## src/rtl/aarm_pkg.sv

```systemverilog
// Shared types, constants and arithmetic helpers for the axis-angle rotation matrix core.
`default_nettype none
package aarm_pkg;

   localparam int FRAC_BITS    = 14;
   localparam int CORDIC_STEPS = 16;
   localparam int IN_W         = 16;
   localparam int Q_W          = 34;   // Q30 working values
   localparam int UV_W         = 2 * IN_W;
   localparam int PH_W         = UV_W + Q_W - 16;
   localparam int PL_W         = UV_W + 17;
   localparam int SN_W         = IN_W + Q_W;
   localparam int PW           = UV_W + Q_W + 1;
   localparam int E_W          = 40;
   localparam int NUM_ROWS     = 4;

   localparam int ANG_SHIFT   = 31 - FRAC_BITS;
   localparam int OUTER_SHIFT = 2 * FRAC_BITS;
   localparam int SIN_SHIFT   = FRAC_BITS;
   localparam int RND_SHIFT   = 30 - FRAC_BITS;

   localparam logic signed [Q_W-1:0] Q30_ONE     = 34'sd1073741824;
   localparam logic signed [Q_W-1:0] Q30_PI      = 34'sd3373259426;
   localparam logic signed [Q_W-1:0] Q30_HALF_PI = 34'sd1686629713;
   localparam logic signed [Q_W-1:0] Q30_TWO_PI  = 34'sd6746518852;
   localparam logic signed [Q_W-1:0] Q30_GAIN    = 34'sd652032874;

   localparam logic [IN_W-1:0] OUT_ONE =
      (FRAC_BITS >= IN_W - 1) ? 16'h7FFF : IN_W'(64'd1 << FRAC_BITS);

   // products of axis components kept along the CORDIC pipe
   localparam int UV_XX = 0;
   localparam int UV_XY = 1;
   localparam int UV_XZ = 2;
   localparam int UV_YY = 3;
   localparam int UV_YZ = 4;
   localparam int UV_ZZ = 5;
   localparam int AX_I  = 0;
   localparam int AY_I  = 1;
   localparam int AZ_I  = 2;

   typedef struct packed {
      logic signed [IN_W-1:0] ax;
      logic signed [IN_W-1:0] ay;
      logic signed [IN_W-1:0] az;
      logic signed [Q_W-1:0]  ang;
   } item_type;

   typedef struct packed {
      logic [2:0][IN_W-1:0] a;
      logic [5:0][UV_W-1:0] uv;
   } carry_type;

   typedef struct packed {
      logic [8:0][IN_W-1:0] e;
   } mat_type;

   function automatic logic signed [Q_W-1:0] atan_q30(input int idx);
      logic signed [Q_W-1:0] r;
      case (idx)
         0:  r = 34'sd843314857;
         1:  r = 34'sd497837829;
         2:  r = 34'sd263043837;
         3:  r = 34'sd133525159;
         4:  r = 34'sd67021687;
         5:  r = 34'sd33543516;
         6:  r = 34'sd16775851;
         7:  r = 34'sd8388437;
         8:  r = 34'sd4194283;
         9:  r = 34'sd2097149;
         10: r = 34'sd1048576;
         11: r = 34'sd524288;
         12: r = 34'sd262144;
         13: r = 34'sd131072;
         14: r = 34'sd65536;
         15: r = 34'sd32768;
         16: r = 34'sd16384;
         17: r = 34'sd8192;
         18: r = 34'sd4096;
         19: r = 34'sd2048;
         20: r = 34'sd1024;
         21: r = 34'sd512;
         22: r = 34'sd256;
         23: r = 34'sd128;
         24: r = 34'sd64;
         25: r = 34'sd32;
         26: r = 34'sd16;
         27: r = 34'sd8;
         28: r = 34'sd4;
         29: r = 34'sd2;
         30: r = 34'sd1;
         default: r = '0;
      endcase
      return r;
   endfunction

   // round Q30 to FRAC_BITS (add half, floor), then clamp to 16 bits signed
   function automatic logic [IN_W-1:0] round_sat(input logic signed [E_W-1:0] v);
      logic signed [E_W-1:0] r;
      r = (v + (E_W'(1) <<< (RND_SHIFT - 1))) >>> RND_SHIFT;
      if (r > E_W'(32767))
         return 16'h7FFF;
      else if (r < -E_W'(32768))
         return 16'h8000;
      else
         return r[IN_W-1:0];
   endfunction

endpackage
`default_nettype wire

```

## src/rtl/aarm_rowout.sv

```systemverilog
// Result serializer: sends a finished matrix as four row transactions on consecutive cycles.
`default_nettype none
module aarm_rowout import aarm_pkg::*; (
   input  wire logic        clock,
   input  wire logic        reset,
   input  wire logic        mat_vld,
   input  mat_type          mat,
   output logic             rsp_strobe,
   output logic [1:0]       rsp_row_index,
   output logic [IN_W-1:0]  rsp_col0,
   output logic [IN_W-1:0]  rsp_col1,
   output logic [IN_W-1:0]  rsp_col2,
   output logic [IN_W-1:0]  rsp_col3,
   output logic             rsp_last_row
);

   mat_type         mat_ff;
   logic            act_ff, act_in;
   logic [1:0]      cnt_ff, cnt_in;
   logic            stb_ff, stb_in;
   logic [1:0]      idx_ff, idx_in;
   logic [IN_W-1:0] c0_ff, c1_ff, c2_ff, c3_ff;
   logic [IN_W-1:0] c0_in, c1_in, c2_in, c3_in;
   logic            last_ff, last_in;

   assign rsp_strobe    = stb_ff;
   assign rsp_row_index = idx_ff;
   assign rsp_col0      = c0_ff;
   assign rsp_col1      = c1_ff;
   assign rsp_col2      = c2_ff;
   assign rsp_col3      = c3_ff;
   assign rsp_last_row  = last_ff;

   always_comb begin
      act_in  = act_ff;
      cnt_in  = cnt_ff;
      stb_in  = 1'b0;
      idx_in  = cnt_ff;
      c0_in   = '0;
      c1_in   = '0;
      c2_in   = '0;
      c3_in   = '0;
      last_in = 1'b0;
      if (mat_vld) begin
         stb_in = 1'b1;
         idx_in = 2'd0;
         c0_in  = mat.e[0];
         c1_in  = mat.e[1];
         c2_in  = mat.e[2];
         act_in = 1'b1;
         cnt_in = 2'd1;
      end else if (act_ff) begin
         stb_in = 1'b1;
         cnt_in = cnt_ff + 2'd1;
         case (cnt_ff)
            2'd1: begin
               c0_in = mat_ff.e[3];
               c1_in = mat_ff.e[4];
               c2_in = mat_ff.e[5];
            end
            2'd2: begin
               c0_in = mat_ff.e[6];
               c1_in = mat_ff.e[7];
               c2_in = mat_ff.e[8];
            end
            default: begin
               c3_in   = OUT_ONE;
               last_in = 1'b1;
               act_in  = 1'b0;
            end
         endcase
      end
   end

   always_ff @(posedge clock) begin
      if (mat_vld)
         mat_ff <= mat;
      idx_ff  <= idx_in;
      c0_ff   <= c0_in;
      c1_ff   <= c1_in;
      c2_ff   <= c2_in;
      c3_ff   <= c3_in;
      last_ff <= last_in;
   end

   always_ff @(posedge clock) begin
      if (reset) begin
         act_ff <= 1'b0;
         cnt_ff <= '0;
         stb_ff <= 1'b0;
      end else begin
         act_ff <= act_in;
         cnt_ff <= cnt_in;
         stb_ff <= stb_in;
      end
   end

endmodule
`default_nettype wire

```

## config.mk

```make
export PLATFORM = sky130hd
export DESIGN_NAME = aarm_rowout
export DESIGN_NICKNAME = d
export VERILOG_FILES = /design/src/rtl/aarm_pkg.sv /design/src/rtl/aarm_rowout.sv
export SDC_FILE = /design/constraint.sdc
export NUM_CORES = 1
export LEC_CHECK = 0
export BUFFER_PORTS_ARGS = -buffer_cell sky130_fd_sc_hd__buf_4
export CAP_MARGIN = 20
export CORE_ASPECT_RATIO = 0.9
export CORE_UTILIZATION = 43
export DETAILED_ROUTE_END_ITERATION = 10
export HOLD_SLACK_MARGIN = 0.08
export PLACE_DENSITY_LB_ADDON = 0.08
export SLEW_MARGIN = 25
export SYNTH_ARGS = -nofsm -noshare
export SYNTH_HDL_FRONTEND = slang
export SYNTH_SLANG_ARGS = --single-unit
```

## constraint.sdc

```tcl
create_clock -name clock -period 1.9 [get_ports clock]
set_clock_uncertainty 0.15 [all_clocks]
set_input_delay 0.095 -clock clock [delete_from_list [all_inputs] [get_ports clock]]
set_output_delay 0.095 -clock clock [all_outputs]
set_load 0.1 [all_outputs]
```

==> results of run 1 <==
metrics by stage:
stage | cell area [um2] | hold WS [ns] | util, %
3_5_place_dp | 6794 | 0.1244 | 58.70
3_3_place_gp | 6794 | 0.1232 | 58.70
2_1_floorplan | 5243 | 0.01407 | -
logic make-up after synthesis:
kind of cell / share of synthesized area (%)
adder cells (fa/ha/maj): 0.4821
buffers and inverters: 4.894
AND/OR/NAND/NOR: 4.195
flip-flops: 76.76
other: 0.07225
XOR/XNOR: 0.1688
AO/OA/AOI/OAI: 13.43
cell usage after synthesis, drive strengths merged:
cell	instances
a2111oi	1
a211oi	1
a21oi	1
a22oi	48
and3	1
buf	22
clkbuf	15
conb	1
dfxtp	55
edfxtp	96
ha	2
inv	3
nand2	48
nor2	5
o21ai	48
or3b	1
xnor2	1
==> out/results.tsv, run 1 <==
stage	metric	value	unit
floorplan	# rows	37	
floorplan	Die Height	106.2	um
place	DP HPWL	7.477	mm
synthesis	yosys warns	0	
status	Error	[ERROR RSZ-0060] Max buffer count reached.	
status	last stage reached	clock tree synthesis (4_1_cts)	
clock_network	post-CTS setup buffers	0	
clock_network	Clock Root Buffer	clkbuf_16	
synthesis	Synth Cell Area	0.005190	mm2
floorplan	io pins	215	
clock_network	total clock buffers created by CTS	17	
synthesis	Yosys top cell area share	55.54	%
place	worst slack at placement	0.1152	ns
synthesis	Seq cells post-synth	151	
synthesis	biggest area consumer among synthesized cells	edfxtp_1	
place	DP Cell Count	691	
status	status	stopped before the end	
clock_network	clk sinks	151	
synthesis	syn_area_per_cell	14.87	um2
clock_network	hold_buf cts	145	
synthesis	register area share after synthesis	76.76	%
place	Placer Congestion	0.7302	
place	port bufs	199	
clock_network	CTS H-tree lvls	4	
synthesis	top cells by area, synth	edfxtp_1, dfxtp_1, a22oi_1	
synthesis	synth unique cells	21	
synthesis	Syn Inst Count	349	
floorplan	Starting Density	44.84	%
floorplan	Die W	117.8	um
clock_network	Max Root-Sink Buffers	2	
clock_network	CTS resizes	0	
==> inputs of run 2 (changes only) <==
CORE_ASPECT_RATIO = not set   (was 0.9)
CORE_UTILIZATION = 40   (was 43)
HOLD_SLACK_MARGIN = not set   (was 0.08)
PLACE_DENSITY_LB_ADDON = 0.15   (was 0.08)
clock period = 2.5 ns   (was 1.9 ns; I/O delays follow)
==> out/results.tsv, run 2 <==
stage	metric	value	unit	change
place	port bufs	199		unchanged
job	Max-Cap Viols	0		
worst_hold_path	hold_sp	mat[123]		
synthesis	most frequent cells after synthesis	edfxtp_1, dfxtp_1, a22oi_1, nand2_1, o21ai_0		
synthesis	synth unique cells	21		unchanged
drt	routed len/inst	14.76	um	
final_layout	Finished Cell Area	0.008874	mm2	
synthesis	Post-synth EDFFs	96		unchanged
final_layout	commonest non-fill, non-tap cell in the layout	buf_4		
drt	DR vias	3985		
worst_setup_path	CP Launch Point	cnt_ff[0]		
worst_setup_path	WP data arrival	2.16	ns	
worst_setup_path	R2R Setup Slk	0.51	ns	
global_routing	overall routing resource usage	20.09	%	
clock_network	Clock Root Buffer	clkbuf_16		
power	Leak	3.673	nW	
drt	drt via density	4.528		
final_layout	ANT cells	0		
synthesis	Yosys top cell area share	55.54	%	unchanged
final_layout	Layout area overhead	70.97	%	
sta	worst slew pin tran	0.7502	ns	
sta	Fmax	502.6	MHz	
floorplan	core footprint	0.01262	mm2	
floorplan	DIE AREA	0.01343	mm2	
sta	Final Max Slew Viols	0		
synthesis	Syn Inst Count	349		unchanged
clock_network	post-CTS setup buffers	0		unchanged
clock_network	Clock transition at path regs	0.06	ns	
final_layout	commonest non-fill, non-tap cells in the layout	buf_4, dlygate4sd3_1, edfxtp_1		
synthesis	top cells by area, synth	edfxtp_1, dfxtp_1, a22oi_1		
worst_hold_path	worst hold endpoint	mat_ff[123]		
sta	Final Setup Violations	0		
drt	number of routed nets with antenna violations	0		
worst_hold_path	Worst Hold Class	input pin to flop		
worst_setup_path	Reg2Reg Capture Point	rsp_col2[8]		
power	Peak supply drop	0.4827	mV	
worst_setup_path	Critical R2R Launch	cnt_ff[0]		
drt	residual DRC count	0		
place	worst slack at placement	0.4958	ns	+0.3807 ns
final_layout	final std cells w/o fill	880		
clock_network	CTS H-tree lvls	4		unchanged
final_layout	layout cells sized above 1	36.44	%	
clock_network	CTS tree	yes		
clock_network	hold_buf cts	146		+0.69%
global_routing	largest net degree at the start of global routing	119		
worst_hold_path	hold path cells	2		
final_layout	Top reg by flops	mat_ff		
status	status	finished clean		
global_routing	grt total ovfl	0		
synthesis	syn_area_per_cell	14.87	um2	unchanged
worst_setup_path	Worst Path Required	2.67	ns	
synthesis	Synth Cell Area	0.005190	mm2	unchanged
synthesis	count leader, synth	edfxtp_1		
worst_setup_path	Reg2Reg Depth	4		
global_routing	initial antenna violation count	0		
synthesis	yosys warns	0		unchanged
floorplan	Starting Density	41.13	%	-3.7 points
final_layout	max reg flops	96		
sta	final worst-path cycle share	79.59	%	
sta	min Tclk post-route	1.990	ns	
place	Placer Congestion	0.7238		-0.88%
global_routing	number of global-route vias before repair	4216		
floorplan	# rows	41		+11%
drt	DRT iter0 DRCs	211		
clock_network	Max Root-Sink Buffers	2		unchanged
synthesis	register area share after synthesis	76.76	%	unchanged
clock_network	total clock buffers created by CTS	17		unchanged
synthesis	Seq cells post-synth	151		unchanged
sta	number of hold violations in the final report	0		
clock_network	CTS resizes	0		unchanged
sta	setup_tns	0	ns	
worst_setup_path	WS Path Type	flop to flop		
clock_network	clk sinks	151		unchanged
worst_setup_path	CP Max Fanout	48		
place	DP Cell Count	702		+1.6%
synthesis	top_reg_cell synth	edfxtp_1		
sta	final worst slack	0.5103	ns	
final_layout	fin nets	844		
global_routing	wire length of the first global-routing pass	19.78	mm	
worst_setup_path	CP endpoint kind	flop		
floorplan	Die W	115.9	um	-1.6%
power	PD cells	759.4	mW/mm2	
drt	Routed WL	12.99	mm	
place	DP Area	0.006777	mm2	-0.26%
drt	TritonRoute pass-1 iters	4		
synthesis	fraction of registers with async set/reset	0	%	unchanged
sta	RSZ-0062 raised after global routing	no		
place	DP HPWL	7.300	mm	-2.4%
floorplan	io pins	215		unchanged
sta	max_slew headroom	49.99	%	
floorplan	Die Height	115.9	um	+9.1%
synthesis	biggest area consumer among synthesized cells	edfxtp_1		
worst_setup_path	crit start category	flop		
clock_network	Clock Latency Late Sink	0.42	ns	
-- run 2: cell counts after synthesis --
Identical to the previous run, type by type.
-- run 2: metal layers --
layer  up-vias  global-route usage (%)  part of all wire, %
met4         0                   9.915                  2.4
met1      1846                   20.72                   38
met3        24                   6.328                  6.4
met2       156                   36.67                   53
li1       1959                       -                    -
met5         -                       0                    0
-- run 2: final cells by class --
cell class                 instances  area (um2)
inverter                           3       11.26
multi-input combinational        172        1010
clock inverter                     9       147.6
tap                              172       215.2
sequential                       151        3984
timing repair buffer             350        3018
fill                             855        3746
clock buffer                      23       488.0
-- run 2: worst max-delay path: stages, from the launching register on --
cell and delay (ns):
dfxtp_1 0.38, inv_1 0.08, ha_2 0.31, or3b_4 0.69
o21ai_0 0.29
-- run 2: report_power, final --
part | internal (W) | switching, W
Clock | 0.00177 | 0.000927
Combinational | 0.000431 | 0.000713
Sequential | 0.00285 | 0.0000526
-- run 2: how the worst max path moves through the flow --
| stage | endpoint | slack, ns |
|---|---|---|
| 6_report | rsp_col2[8] | 0.51 |
| 5_1_grt | rsp_col2[8] | 0.37 |
| 4_1_cts | rsp_col1[0] | 0.48 |
| 3_5_place_dp | rsp_col1[0] | 0.50 |
| 3_3_place_gp | rsp_col2[15] | 0.61 |
| 2_1_floorplan | rsp_col0[0] | 0.77 |
-- run 2: logic make-up (layout without fill, tap and decap cells) --
kind of cell	after synthesis	in the layout	share of synthesized area [%]
adders and majority gates	2	2	0.4821
and+or+nand+nor	55	55	4.195
AOI/OAI and AO/OA	99	99	13.43
buffers and inverters	40	385	4.894
xor gates and xnor gates	1	1	0.1688
other	1	15	0.07225
DFF	151	151	76.76
-- run 2: metrics by stage --
step | total power, W | hold WS, ns | utilization, %
floorplan | 0.003579 | 0.04407 | -
global placement | 0.003884 | 0.1532 | 53.70
detailed placement | 0.003902 | 0.1543 | 53.70
CTS | 0.006790 | 0.2559 | 70.32
global route | 0.006967 | 0.2566 | 70.32
finish | 0.006739 | 0.2708 | 70.32
Note: power is estimated with default switching activity, not from simulation.
