===== src/rtl/aarm_pkg.sv =====
// Shared types, constants and arithmetic helpers for the axis-angle rotation matrix core.
`default_nettype none
package aarm_pkg;

   localparam int FRAC_BITS    = 14;
   localparam int CORDIC_STEPS = 16;
   localparam int IN_W         = 16;
   localparam int Q_W          = 34;   // Q30 working values
   localparam int UV_W         = 2 * IN_W;
   localparam int PH_W         = UV_W + Q_W - 16;
   localparam int PL_W         = UV_W + 17;
   localparam int SN_W         = IN_W + Q_W;
   localparam int PW           = UV_W + Q_W + 1;
   localparam int E_W          = 40;
   localparam int NUM_ROWS     = 4;

   localparam int ANG_SHIFT   = 31 - FRAC_BITS;
   localparam int OUTER_SHIFT = 2 * FRAC_BITS;
   localparam int SIN_SHIFT   = FRAC_BITS;
   localparam int RND_SHIFT   = 30 - FRAC_BITS;

   localparam logic signed [Q_W-1:0] Q30_ONE     = 34'sd1073741824;
   localparam logic signed [Q_W-1:0] Q30_PI      = 34'sd3373259426;
   localparam logic signed [Q_W-1:0] Q30_HALF_PI = 34'sd1686629713;
   localparam logic signed [Q_W-1:0] Q30_TWO_PI  = 34'sd6746518852;
   localparam logic signed [Q_W-1:0] Q30_GAIN    = 34'sd652032874;

   localparam logic [IN_W-1:0] OUT_ONE =
      (FRAC_BITS >= IN_W - 1) ? 16'h7FFF : IN_W'(64'd1 << FRAC_BITS);

   // products of axis components kept along the CORDIC pipe
   localparam int UV_XX = 0;
   localparam int UV_XY = 1;
   localparam int UV_XZ = 2;
   localparam int UV_YY = 3;
   localparam int UV_YZ = 4;
   localparam int UV_ZZ = 5;
   localparam int AX_I  = 0;
   localparam int AY_I  = 1;
   localparam int AZ_I  = 2;

   typedef struct packed {
      logic signed [IN_W-1:0] ax;
      logic signed [IN_W-1:0] ay;
      logic signed [IN_W-1:0] az;
      logic signed [Q_W-1:0]  ang;
   } item_type;

   typedef struct packed {
      logic [2:0][IN_W-1:0] a;
      logic [5:0][UV_W-1:0] uv;
   } carry_type;

   typedef struct packed {
      logic [8:0][IN_W-1:0] e;
   } mat_type;

   function automatic logic signed [Q_W-1:0] atan_q30(input int idx);
      logic signed [Q_W-1:0] r;
      case (idx)
         0:  r = 34'sd843314857;
         1:  r = 34'sd497837829;
         2:  r = 34'sd263043837;
         3:  r = 34'sd133525159;
         4:  r = 34'sd67021687;
         5:  r = 34'sd33543516;
         6:  r = 34'sd16775851;
         7:  r = 34'sd8388437;
         8:  r = 34'sd4194283;
         9:  r = 34'sd2097149;
         10: r = 34'sd1048576;
         11: r = 34'sd524288;
         12: r = 34'sd262144;
         13: r = 34'sd131072;
         14: r = 34'sd65536;
         15: r = 34'sd32768;
         16: r = 34'sd16384;
         17: r = 34'sd8192;
         18: r = 34'sd4096;
         19: r = 34'sd2048;
         20: r = 34'sd1024;
         21: r = 34'sd512;
         22: r = 34'sd256;
         23: r = 34'sd128;
         24: r = 34'sd64;
         25: r = 34'sd32;
         26: r = 34'sd16;
         27: r = 34'sd8;
         28: r = 34'sd4;
         29: r = 34'sd2;
         30: r = 34'sd1;
         default: r = '0;
      endcase
      return r;
   endfunction

   // round Q30 to FRAC_BITS (add half, floor), then clamp to 16 bits signed
   function automatic logic [IN_W-1:0] round_sat(input logic signed [E_W-1:0] v);
      logic signed [E_W-1:0] r;
      r = (v + (E_W'(1) <<< (RND_SHIFT - 1))) >>> RND_SHIFT;
      if (r > E_W'(32767))
         return 16'h7FFF;
      else if (r < -E_W'(32768))
         return 16'h8000;
      else
         return r[IN_W-1:0];
   endfunction

endpackage
`default_nettype wire


===== src/rtl/aarm_front.sv =====
// Front end: takes requests, wraps the angle into [-pi, pi], queues them for the back end.
`default_nettype none
module aarm_front import aarm_pkg::*; (
   input  wire logic                   clock,
   input  wire logic                   reset,
   input  wire logic                   start,
   output logic                        busy,
   input  wire logic signed [IN_W-1:0] req_axis_x,
   input  wire logic signed [IN_W-1:0] req_axis_y,
   input  wire logic signed [IN_W-1:0] req_axis_z,
   input  wire logic signed [IN_W-1:0] req_angle_rad,
   input  wire logic                   pop,
   output logic                        q_valid,
   output item_type                    q_head
);

   localparam int DEPTH = 2;

   item_type              q_mem [DEPTH];
   logic                  wr_ptr_ff, wr_ptr_in;
   logic                  rd_ptr_ff, rd_ptr_in;
   logic [1:0]            cnt_ff, cnt_in;
   logic                  push;
   logic signed [Q_W-1:0] z0, zw;
   item_type              item;

   assign busy    = (cnt_ff == 2'(DEPTH));
   assign push    = start && !busy;
   assign q_valid = (cnt_ff != '0);
   assign q_head  = q_mem[rd_ptr_ff];

   always_comb begin
      z0 = Q_W'(req_angle_rad) <<< ANG_SHIFT;
      if (z0 > Q30_PI)
         zw = z0 - Q30_TWO_PI;
      else if (z0 < -Q30_PI)
         zw = z0 + Q30_TWO_PI;
      else
         zw = z0;
      item.ax  = req_axis_x;
      item.ay  = req_axis_y;
      item.az  = req_axis_z;
      item.ang = zw;
      wr_ptr_in = push ? !wr_ptr_ff : wr_ptr_ff;
      rd_ptr_in = pop ? !rd_ptr_ff : rd_ptr_ff;
      cnt_in    = cnt_ff + 2'(push) - 2'(pop);
   end

   always_ff @(posedge clock) begin
      if (push)
         q_mem[wr_ptr_ff] <= item;
   end

   always_ff @(posedge clock) begin
      if (reset) begin
         wr_ptr_ff <= 1'b0;
         rd_ptr_ff <= 1'b0;
         cnt_ff    <= '0;
      end else begin
         wr_ptr_ff <= wr_ptr_in;
         rd_ptr_ff <= rd_ptr_in;
         cnt_ff    <= cnt_in;
      end
   end

endmodule
`default_nettype wire


===== config.mk =====
export PLATFORM = sky130hd
export DESIGN_NAME = aarm_front
export DESIGN_NICKNAME = d
export VERILOG_FILES = /design/src/rtl/aarm_pkg.sv /design/src/rtl/aarm_front.sv
export SDC_FILE = /design/constraint.sdc
export NUM_CORES = 1
export LEC_CHECK = 0
export ABC_AREA = 0
export BUFFER_PORTS_ARGS = -buffer_cell sky130_fd_sc_hd__buf_2
export CORE_MARGIN = 1
export CORE_UTILIZATION = 45
export CTS_CLUSTER_SIZE = 10
export DETAILED_ROUTE_END_ITERATION = 10
export GPL_TIMING_DRIVEN = 1
export PLACE_DENSITY = 0.72
export SYNTH_ARGS = -nofsm -noshare
export SYNTH_HDL_FRONTEND = slang
export SYNTH_SLANG_ARGS = --single-unit

===== constraint.sdc =====
create_clock -name clock -period 3.7 [get_ports clock]
set_input_delay 0.555 -clock clock [delete_from_list [all_inputs] [get_ports clock]]
set_output_delay 0.555 -clock clock [all_outputs]
set_load 0.02 [all_outputs]

### Word-level counts from Yosys, hierarchy flattened

Memories as Yosys holds them, arrays and structs flattened. A register that Yosys moved wholly into a read port is not among the register bits.
Cells that the tools add are included.

* output and inout bits: 84
* RAM bits: 164
* memories: 1
* bits of input ports: 68
* flip-flop bits (word level): 4

Memories
* q_mem: depth 2, width 82, read ports 1, clocked after Yosys merged registers in 1, wr ports 1, RTL line aarm_front.sv:19 `item_type q_mem [DEPTH];`

* magnitude comparators: 2
* muxes and demuxes: 6
* add/sub/neg operators: 4
* equal/unequal tests: 1
* reduce and logical (&&, ||, !) cells: 5

Operator list (count)
* $mux W34: 2
* $add A33 B34 Y34 const B: 1
* $sub A33 B34 Y34 const B: 1
* $gt A33 B33 Y1 const B: 1
* $lt A33 B33 Y1 const B: 1
* $mux W1: 4
* $logic_not A1 Y1: 3
* $add A2 B1 Y2: 1
* $eq A2 B2 Y1 const B: 1
* $reduce_bool A2 Y1: 1
* $sub A2 B1 Y2: 1
* $logic_and A1 B1 Y1: 1

### Depth between registers and ports, before layout

Gate-level depths: netlist (run 1).

* depth after elaboration: 5
* mapped depth: 9
* gate-level depth less buffers: 8

### Least setup slack after synthesis (run 1)

OpenSTA, ideal clock, no wires.

* path kind: in2reg
* start point: in start
* end point: mem q_mem[0][14] (netlist bit) (enable)
* stages: 2
* path slack: -0.282 ns
* data arrival time: 3.487 ns
* cell sequence: nand2_1 nor2_1

* cells in the longest elaborated chain, start to end: 3

RTL lines
* start: declaration: RTL line aarm_front.sv:6 `input wire logic start,`
* $logic_and A1 B1 Y1: RTL line aarm_front.sv:28 `assign push = start && !busy;`
* $mux W1: RTL line aarm_front.sv:50 `if (push)`
* $mux W1 (implied by the code): RTL line aarm_front.sv:51 `q_mem[wr_ptr_ff] <= item;`
* end: declaration: RTL line aarm_front.sv:19

No other way between the ends.

==> results of run 1 <==
## flip-flops by register name (all words and copies together), names as in the netlist, named ones only
register   flops
q_mem        136
cnt_ff         2
rd_ptr_ff      1
wr_ptr_ff      1
## per-stage QoR
stage / instances / hold WS [ns] / setup WS (ns) / cell area [um2]
3_5_place_dp: 642 / 0.512 / 1.06 / 6660
3_3_place_gp: 642 / 0.494 / 1.11 / 6660
2_1_floorplan: 350 / 0.480 / 0.857 / 5870
5_1_grt: 675 / 0.305 / 0.953 / 7250
6_report: 675 / 0.326 / 1.11 / 7250
4_1_cts: 674 / 0.306 / 1.03 / 7240
## placed cells by master, fill, tap and decap left out, types with 6 or more instances in the layout
master,instances
buf_2,149
edfxtp_1,136
mux2_2,68
clkbuf_16,17
nor2_1,12
inv_1,10
nand2_1,9
xor2_1,8
xnor2_1,7
ha_1,6
## final timing paths
kind                           from                     end  slack [ns]  depth (start not counted)
max reg2reg    cnt_ff[0]$_SDFF_PP0_   q_mem[0][2]$_DFFE_PP_        1.83                          4
max                        register               q_head[8]        1.11                          2
min reg2reg  rd_ptr_ff$_SDFFE_PP0P_                register        0.58                          2
min                  req_axis_y[14]  q_mem[1][64]$_DFFE_PP_        0.33                          1
## power by group through the flow
| stage | Clock, mW | Combinational, mW | Sequential (mW) |
|---|---|---|---|
| 2_1_floorplan | 0 | 0.688 | 2.14 |
| 3_3_place_gp | 0 | 0.924 | 2.16 |
| 3_5_place_dp | 0 | 0.933 | 2.18 |
| 4_1_cts | 1.69 | 0.939 | 2.15 |
| 5_1_grt | 1.75 | 1.00 | 2.17 |
| 6_report | 1.66 | 0.921 | 2.14 |
## logic make-up (layout without fill, tap and decap cells)
| logic type | count (synthesis) | count (layout) | share of synthesized area (%) |
|---|---|---|---|
| flops | 141 | 141 | 71.3 |
| mux | 68 | 68 | 13.1 |
| simple gates | 44 | 44 | 3.78 |
| buf+inv | 42 | 194 | 4.12 |
| compound gates | 32 | 32 | 4.16 |
| xor+xnor | 15 | 15 | 2.24 |
| fa+ha+maj | 6 | 6 | 1.28 |
| other cells | 1 | 3 | 0.0639 |
## area by class of cell
class | count | area (um2) | share of cell area, %
Sequential cell | 141 | 4190 | 57.8
Clock inverter | 14 | 150 | 2.07
Antenna cell | 1 | 2.50 | 0.0345
Clock buffer | 18 | 429 | 5.92
Timing Repair Buffer | 150 | 753 | 10.4
Multi-Input combinational cell | 167 | 1460 | 20.1
Tap cell | 172 | 215 | 2.97
Inverter | 12 | 50.0 | 0.691
## routing by layer
layer | share of wire, % | wire length, um | track usage [%]
met1 | 41 | 4420 | 18.2
met2 | 50 | 5370 | 28.1
met3 | 7.1 | 762 | 6.07
met4 | 1.5 | 157 | 7.44
met5 | 0 | 0 | 0
==> impl_metrics.json, run 1 <==
{
  "dieArea_mm2": 0.0135,
  "core_area_mm2": 0.0127,
  "h-tree-depth": 4,
  "grt_antenna_before_repair": 1,
  "postLayoutCoreUtil_pct": 57.2,
  "crit_fanout": 68,
  "start_kind": "register",
  "path_class": "register to output port",
  "clkPwrFrac_pct": 35.1,
  "hold_viol": 0,
  "period_needed_ns": 2.59,
  "tightestPinTransition_ns": 0.968,
  "hpwlAfterDp_mm": 6.92,
  "hold_path_class": "input port to register",
  "root_buffer": "clkbuf_16",
  "peakVddDrop_uv": 345,
  "critPathArrivalTime_ns": 2.04,
  "area_delta_synth_final_pct": 23.5,
  "crit_buf_inv": 1,
  "dieHeight_um": 116,
  "power_switching_mw": 1.28,
  "initial_core_util_pct": 46.3,
  "synth_edf_count": 136,
  "gp_congestion": 0.903,
  "grt_max_degree": 69,
  "cts_resized": 0,
  "p_seq_share_pct": 45.4,
  "setup_viol": 0,
  "yosys_warnings": 0,
  "drtAntennaViolNets": 0,
  "netSwitchingFraction_pct": 27.1,
  "numCtsBuffers": 17,
  "end_kind": "output port",
  "fin_crit_sh_pct": 70.1,
  "synth-seq-area-share_pct": 71.3,
  "cap_violations": 0,
  "post_cts_buffers": 0,
  "synth_top_area_share_pct": 69.6,
  "power_mw": 4.72,
  "p_leak_nw": 2.77,
  "clk_path_buf_depth": 2,
  "finalSetupTns_ns": 0,
  "grt-ovfl-total": 0,
  "status": "finished, final reports clean",
  "drt_iter0_markers": 203,
  "crit_path_top_delay_cell": "dfxtp_4",
  "drc": 0,
  "ys_types": 48,
  "clock_skew_ns": 0.00700,
  "grt_pass1_wl_mm": 16.0,
  "drtPass1Iterations": 4,
  "cpPeakStageDelay_ns": 0.95,
  "cts_hold_buf": 0,
  "fillerInstances": 1035,
  "async_flop_share_pct": 0,
  "ioPinCount": 152,
  "fin_nets": 563,
  "track_usage_pct": 16.4,
  "wl_per_cell_um": 15.9,
  "yosys-top-cells-count": "edfxtp_1, mux2_2, buf_4",
  "syn_area_per_cell_um2": 16.8,
  "vias_per_cell": 4.95,
  "synth.largest_area_cell": "edfxtp_1",
  "synth.cell_area_mm2": 0.00587,
  "grt_pass1_vias": 3287,
  "internal_power_mw": 3.44,
  "syn_inst": 349,
  "fmax_mhz": 386,
  "synth_flop_cell": "edfxtp_1",
  "route.final.wire_length_mm": 10.7,
  "io_buffers": 149,
  "ys_seq_elements": 141,
  "synth_most_common_cell": "edfxtp_1",
  "worstPathRequired_ns": 3.14,
  "clk_pin_slew_ns": 0.06,
  "synth_top_cells_by_area": "edfxtp_1, mux2_2, buf_4",
  "p_per_area_mw_per_mm2": 652,
  "maxSlewViolCount": 0,
  "max_slew_margin_pct": 35.5,
  "vias": 3344,
  "rows": 41,
  "cp_cell_sequence": "mux2_2 > buf_2",
  "rsz0062_at_grt": "no",
  "cts.sinks": 141,
  "clk_latency_ns": 0.41,
  "drive_above_1_share_pct": 50.6,
  "cts_tree": "built",
  "comb_power_share_pct": 19.5,
  "cp_top_family": "flip-flops",
  "die_w_um": 116
}
(Power assumes the default switching activity.)
==> inputs of run 2 (changes only) <==
--- a/config.mk
+++ b/config.mk
@@ -5,14 +5,14 @@
 export SDC_FILE = /design/constraint.sdc
 export NUM_CORES = 1
 export LEC_CHECK = 0
-export ABC_AREA = 0
+export ABC_AREA = 1
 export BUFFER_PORTS_ARGS = -buffer_cell sky130_fd_sc_hd__buf_2
 export CORE_MARGIN = 1
 export CORE_UTILIZATION = 45
 export CTS_CLUSTER_SIZE = 10
 export DETAILED_ROUTE_END_ITERATION = 10
 export GPL_TIMING_DRIVEN = 1
-export PLACE_DENSITY = 0.72
+export PLACE_DENSITY = 0.69
 export SYNTH_ARGS = -nofsm -noshare
 export SYNTH_HDL_FRONTEND = slang
 export SYNTH_SLANG_ARGS = --single-unit
==> constraint.sdc (replaced) <==
create_clock -name clock -period 2.5 [get_ports clock]
set_input_delay 0.375 -clock clock [delete_from_list [all_inputs] [get_ports clock]]
set_output_delay 0.375 -clock clock [all_outputs]
set_load 0.02 [all_outputs]
==> impl_metrics.json, run 2 <==
{
  "fillerInstances": 1109,
  "clk_pin_slew_ns": 0.06,
  "cts_hold_buf": 0,
  "vias_per_cell": 4.83,
  "cts_resized": 0,
  "async_flop_share_pct": 0,
  "worstPathRequired_ns": 2.12,
  "placedCellCount": 749,
  "dieArea_mm2": 0.0141,
  "numCtsBuffers": 17,
  "start_kind": "register",
  "cp_top_family": "buffers and inverters",
  "setup_viol": 0,
  "syn_area_per_cell_um2": 13.8,
  "io_buffers": 149,
  "cts_tree": "built",
  "r2r_start": "cnt_ff[1]$_SDFF_PP0_",
  "clk_latency_ns": 0.41,
  "internal_power_mw": 4.75,
  "grt-ovfl-total": 0,
  "synth_flop_cell": "edfxtp_1",
  "fmax_mhz": 457,
  "cpPeakStageDelay_ns": 0.46,
  "grt_pass1_vias": 3856,
  "crit_buf_inv": 2,
  "grt_antenna_before_repair": 0,
  "initial_core_util_pct": 46.2,
  "critPathArrivalTime_ns": 1.81,
  "hold_path_class": "input port to register",
  "vias": 3770,
  "drtAntennaViolNets": 0,
  "reg2reg_to": "cnt_ff[1]$_SDFF_PP0_",
  "hpwlAfterDp_mm": 8.11,
  "synth-seq-area-share_pct": 68.1,
  "hp-start": "req_axis_z[8]",
  "rows": 42,
  "multiInputGateArea_mm2": 0.00165,
  "synth_top_area_share_pct": 66.5,
  "rrSetupSlack_ns": 0.55,
  "comb_power_share_pct": 17.8,
  "max_slew_margin_pct": 43.0,
  "grt_pass1_wl_mm": 18.5,
  "netSwitchingFraction_pct": 26.1,
  "cp_cell_sequence": "buf_4 > mux2_2 > buf_2",
  "grt_max_degree": 44,
  "die_w_um": 119,
  "ys_types": 30,
  "p_per_area_mw_per_mm2": 855,
  "final_cells": 781,
  "clock_skew_ns": 0.00869,
  "gr-max-usage-layer": "met2",
  "syn_inst": 446,
  "cts.sinks": 141,
  "ioPinCount": 152,
  "synth_edf_count": 136,
  "min_to": "q_mem[0][42]$_DFFE_PP_",
  "finalSetupTns_ns": 0,
  "fin_nets": 666,
  "met2_usage_pct": 29.0,
  "tightestPinTransition_ns": 0.846,
  "maxSlewViolCount": 0,
  "regArea_mm2": 0.00419,
  "clk_path_buf_depth": 2,
  "synth_most_common_cell": "edfxtp_1",
  "crit_path_top_delay_cell": "buf_4",
  "track_usage_pct": 17.4,
  "r2r_cells": 7,
  "p_leak_nw": 3.06,
  "synth_top_cells_by_area": "edfxtp_1, mux2_2, nand2_1",
  "hold_depth": 1,
  "ys_seq_elements": 141,
  "synth.largest_area_cell": "edfxtp_1",
  "power_switching_mw": 1.68,
  "h-tree-depth": 4,
  "largest_reg_flops": 136,
  "cap_violations": 0,
  "yosys-top-cells-count": "edfxtp_1, nand2_1, mux2_2",
  "drtPass1Iterations": 4,
  "core_area_mm2": 0.0133,
  "largest_register": "q_mem",
  "route.final.wire_length_mm": 11.6,
  "p_seq_share_pct": 45.8,
  "dieHeight_um": 119,
  "status": "finished, final reports clean",
  "gp_congestion": 0.884,
  "synth.cell_area_mm2": 0.00614,
  "drive_above_1_share_pct": 44.5,
  "path_class": "register to output port",
  "peakVddDrop_uv": 439,
  "met3_usage_pct": 5.99,
  "antenna_cells": 0,
  "mostFrequentLayoutCells": "buf_2, edfxtp_1, nand2_1",
  "power_mw": 6.43,
  "rsz0062_at_grt": "no",
  "hold_viol": 0,
  "period_needed_ns": 2.19,
  "drt_iter0_markers": 237,
  "place_ws_ns": 0.433,
  "reg_top3": "q_mem: 136 flops, cnt_ff: 2 flops",
  "root_buffer": "clkbuf_16",
  "clkPwrFrac_pct": 36.4,
  "setup_ws_ns": 0.310,
  "crit_fanout": 43,
  "post_cts_buffers": 0,
  "yosys_warnings": 0,
  "use_met1_pct": 20.7,
  "final_common_cell": "buf_2",
  "area_delta_synth_final_pct": 22.4,
  "drc": 0,
  "wl_per_cell_um": 14.9,
  "end_kind": "output port",
  "fin_crit_sh_pct": 87.6
}
==> run 2: changes by cell type in the layout (fill, tap and decap cells not counted), moves of 3 or more <==
cell      delta
nand2_1     +80
inv_1       +16
nor2_1      +11
nand3_1      +9
nand2_2      +6
xnor2_1      -6
buf_4        +5
inv_2        +5
a21oi_1      +3
clkinv_2     -3
nor2b_1      -3
o22ai_1      -3
==> run 2: power by group through the flow <==
stage,combinational [mW],sequential (mW),clock (mW)
finish,1.14,2.95,2.34
global placement,1.14,2.98,0
CTS,1.16,2.95,2.40
global route,1.24,2.97,2.51
floorplan,0.818,2.99,0
detailed placement,1.16,3.00,0
==> run 2: routing by layer <==
metal  wire length [um]  up-vias  part of all wire (%)
li1                   -     1841                     -
met5                  0        -                     0
met1               4940     1801                    43
met2               5740      116                    49
met4                124        0                   1.1
met3                799       12                   6.9
==> run 2: worst max-delay path by stage <==
stage | slack [ns] | startpoint | end | cells after the start
floorplan | -0.30 | start | q_mem[1][14]$_DFFE_PP_ | 2
global placement | 0.47 | req_angle_rad[0] | q_mem[0][19]$_DFFE_PP_ | 11
detailed placement | 0.43 | req_angle_rad[0] | q_mem[1][19]$_DFFE_PP_ | 11
CTS | 0.28 | register | q_head[60] | 3
global route | 0.24 | register | q_head[53] | 3
finish | 0.31 | register | q_head[60] | 3
==> run 2: cell type report <==
type                       count  share of cell area, %
tap                          176                   2.93
clock buffer                  19                   5.76
clock inverter                13                   1.65
inverter                      32                   1.60
sequential                   141                   55.6
timing repair buffer         155                   10.5
multi-input combinational    245                   21.9
==> run 2: cells by family (layout without fill, tap and decap cells) <==
logic type | Yosys count | in the layout | synth area share, %
fa+ha+maj | 6 | 6 | 1.22
compound gates | 16 | 16 | 1.47
simple gates | 143 | 143 | 9.88
other cells | 1 | 2 | 0.0610
flops | 141 | 141 | 68.1
buf+inv | 61 | 219 | 5.40
mux | 68 | 68 | 12.5
xor+xnor | 10 | 10 | 1.43
==> run 2: stage by stage <==
stage	utilization, %	cell area [um2]	hold slack, ns
after floorplan	-	6150	0.446
after global placement	52.4	6960	0.497
after detailed placement	52.4	6960	0.509
after CTS	56.6	7520	0.123
after global routing	56.6	7520	0.127
final	56.6	7520	0.149
==> inputs of run 3 (changes only) <==
--- a/config.mk
+++ b/config.mk
@@ -8,11 +8,10 @@
 export ABC_AREA = 1
 export BUFFER_PORTS_ARGS = -buffer_cell sky130_fd_sc_hd__buf_2
 export CORE_MARGIN = 1
-export CORE_UTILIZATION = 45
+export CORE_UTILIZATION = 40
 export CTS_CLUSTER_SIZE = 10
 export DETAILED_ROUTE_END_ITERATION = 10
 export GPL_TIMING_DRIVEN = 1
-export PLACE_DENSITY = 0.69
 export SYNTH_ARGS = -nofsm -noshare
 export SYNTH_HDL_FRONTEND = slang
 export SYNTH_SLANG_ARGS = --single-unit
==> impl_metrics.json, run 3 (synthesis results as in run 2) <==
{
  "ioPinCount": 152,
  "fmax_mhz": 449,
  "reg_top3": "q_mem: 136 flops, cnt_ff: 2 flops",
  "worstPathRequired_ns": 2.12,
  "start_kind": "register",
  "setup_ws_ns": 0.275,
  "regArea_mm2": 0.00419,
  "numCtsBuffers": 17,
  "end_kind": "output port",
  "core_area_mm2": 0.0148,
  "rsz0062_at_grt": "no",
  "drc": 0,
  "hold_path_class": "input port to register",
  "area_delta_synth_final_pct": 23.4,
  "crit_path_top_delay_cell": "dfxtp_4",
  "maxSlewViolCount": 0,
  "post_cts_buffers": 0,
  "largest_reg_flops": 136,
  "path_class": "register to output port",
  "fin_nets": 666,
  "cts_resized": 0,
  "cts.sinks": 141,
  "clk_latency_ns": 0.41,
  "cpPeakStageDelay_ns": 0.66,
  "hp-start": "req_axis_y[2]",
  "fin_crit_sh_pct": 89.0,
  "wl_per_cell_um": 14.9,
  "tightestPinTransition_ns": 0.843,
  "rows": 44,
  "largest_register": "q_mem",
  "clk_pin_slew_ns": 0.06,
  "timing.hold.ws_ns": 0.148,
  "dieHeight_um": 126,
  "clock_skew_ns": 0.00400,
  "grt_max_degree": 42,
  "hpwlAfterDp_mm": 8.09,
  "cp_cell_sequence": "buf_12 > mux2_2 > buf_2",
  "grt-ovfl-total": 0,
  "hold_depth": 1,
  "cts_tree": "built",
  "io_buffers": 149,
  "dieArea_mm2": 0.0159,
  "grt_antenna_before_repair": 1,
  "crit_fanout": 32,
  "fillerInstances": 1309,
  "initial_core_util_pct": 41.6,
  "die_w_um": 126,
  "period_needed_ns": 2.22,
  "r2r_cells": 7,
  "multiInputGateArea_mm2": 0.00165,
  "p_per_area_mw_per_mm2": 862,
  "cts_hold_buf": 0,
  "p_leak_nw": 3.09,
  "drtAntennaViolNets": 0,
  "vias": 3760,
  "cap_violations": 0,
  "grt_pass1_vias": 3792,
  "drive_above_1_share_pct": 44.8,
  "h-tree-depth": 4,
  "root_buffer": "clkbuf_16",
  "track_usage_pct": 15.4,
  "mostFrequentLayoutCells": "buf_2, edfxtp_1, nand2_1",
  "final_common_cell": "buf_2",
  "place_ws_ns": 0.390,
  "status": "finished, final reports clean",
  "setup_viol": 0,
  "r2r_start": "cnt_ff[1]$_SDFF_PP0_",
  "gp_congestion": 0.887,
  "grt_pass1_wl_mm": 18.6,
  "drt_iter0_markers": 209,
  "critPathArrivalTime_ns": 1.85,
  "route.final.wire_length_mm": 11.8,
  "drtPass1Iterations": 4,
  "peakVddDrop_uv": 480,
  "clk_path_buf_depth": 2,
  "vias_per_cell": 4.77,
  "max_slew_margin_pct": 43.2,
  "hold_viol": 0,
  "antenna_cells": 0
}
run 3: changes by cell type in the layout (fill, tap and decap cells not counted):
cell / change
buf_12: +2
buf_4: -2
bufinv_16: +1
clkbuf_1: -1
clkinv_1: -1
clkinv_2: +3
clkinvlp_4: -2
dfxtp_2: -1
dfxtp_4: +1
run 3: per-layer routing:
layer	vias to the layer above	wire length [um]	global-route usage (%)
met4	2	199	6.45
met5	-	13	0
met1	1771	4910	17.5
met2	128	5850	27.0
li1	1838	-	-
met3	21	787	4.67
run 3: path summary, 6_finish.rpt:
| kind | to | slack (ns) |
|---|---|---|
| max | q_head[60] | 0.28 |
| min | q_mem[0][52]$_DFFE_PP_ | 0.15 |
| max reg2reg | cnt_ff[1]$_SDFF_PP0_ | 0.54 |
| min reg2reg | rd_ptr_ff$_SDFFE_PP0P_ | 0.52 |
run 3: final cells by class:
| cell class | instances | area share, % |
|---|---|---|
| clock inverters | 14 | 1.98 |
| multi-input cells | 245 | 21.7 |
| inverters | 32 | 1.58 |
| clock buffers | 18 | 5.66 |
| flip-flops and latches | 141 | 55.2 |
| repair buffers | 155 | 10.8 |
| well taps | 184 | 3.04 |
run 3: worst max-delay path, delay by kind of cell, from the launching register on:
family	cells	cell delay [ns]
flip-flops	1	0.66
buffers and inverters	2	0.40
multiplexers	1	0.35
run 3: power by group:
group | switching, mW | internal [mW]
Sequential | 0.0773 | 2.89
Clock | 0.887 | 1.55
Combinational | 0.714 | 0.417
Total | 1.68 | 4.86
run 3: stage by stage:
stage          cell area [um2]  cells  TNS [ns]  utilization (%)  power (mW)
2_1_floorplan             6150    447    -40.25                -        3.81
3_3_place_gp              7000    757         0             47.5        4.14
3_5_place_dp              7000    757         0             47.5        4.17
4_1_cts                   7580    789         0             51.4        6.64
5_1_grt                   7580    789         0             51.4        6.81
6_report                  7580    789         0             51.4        6.54
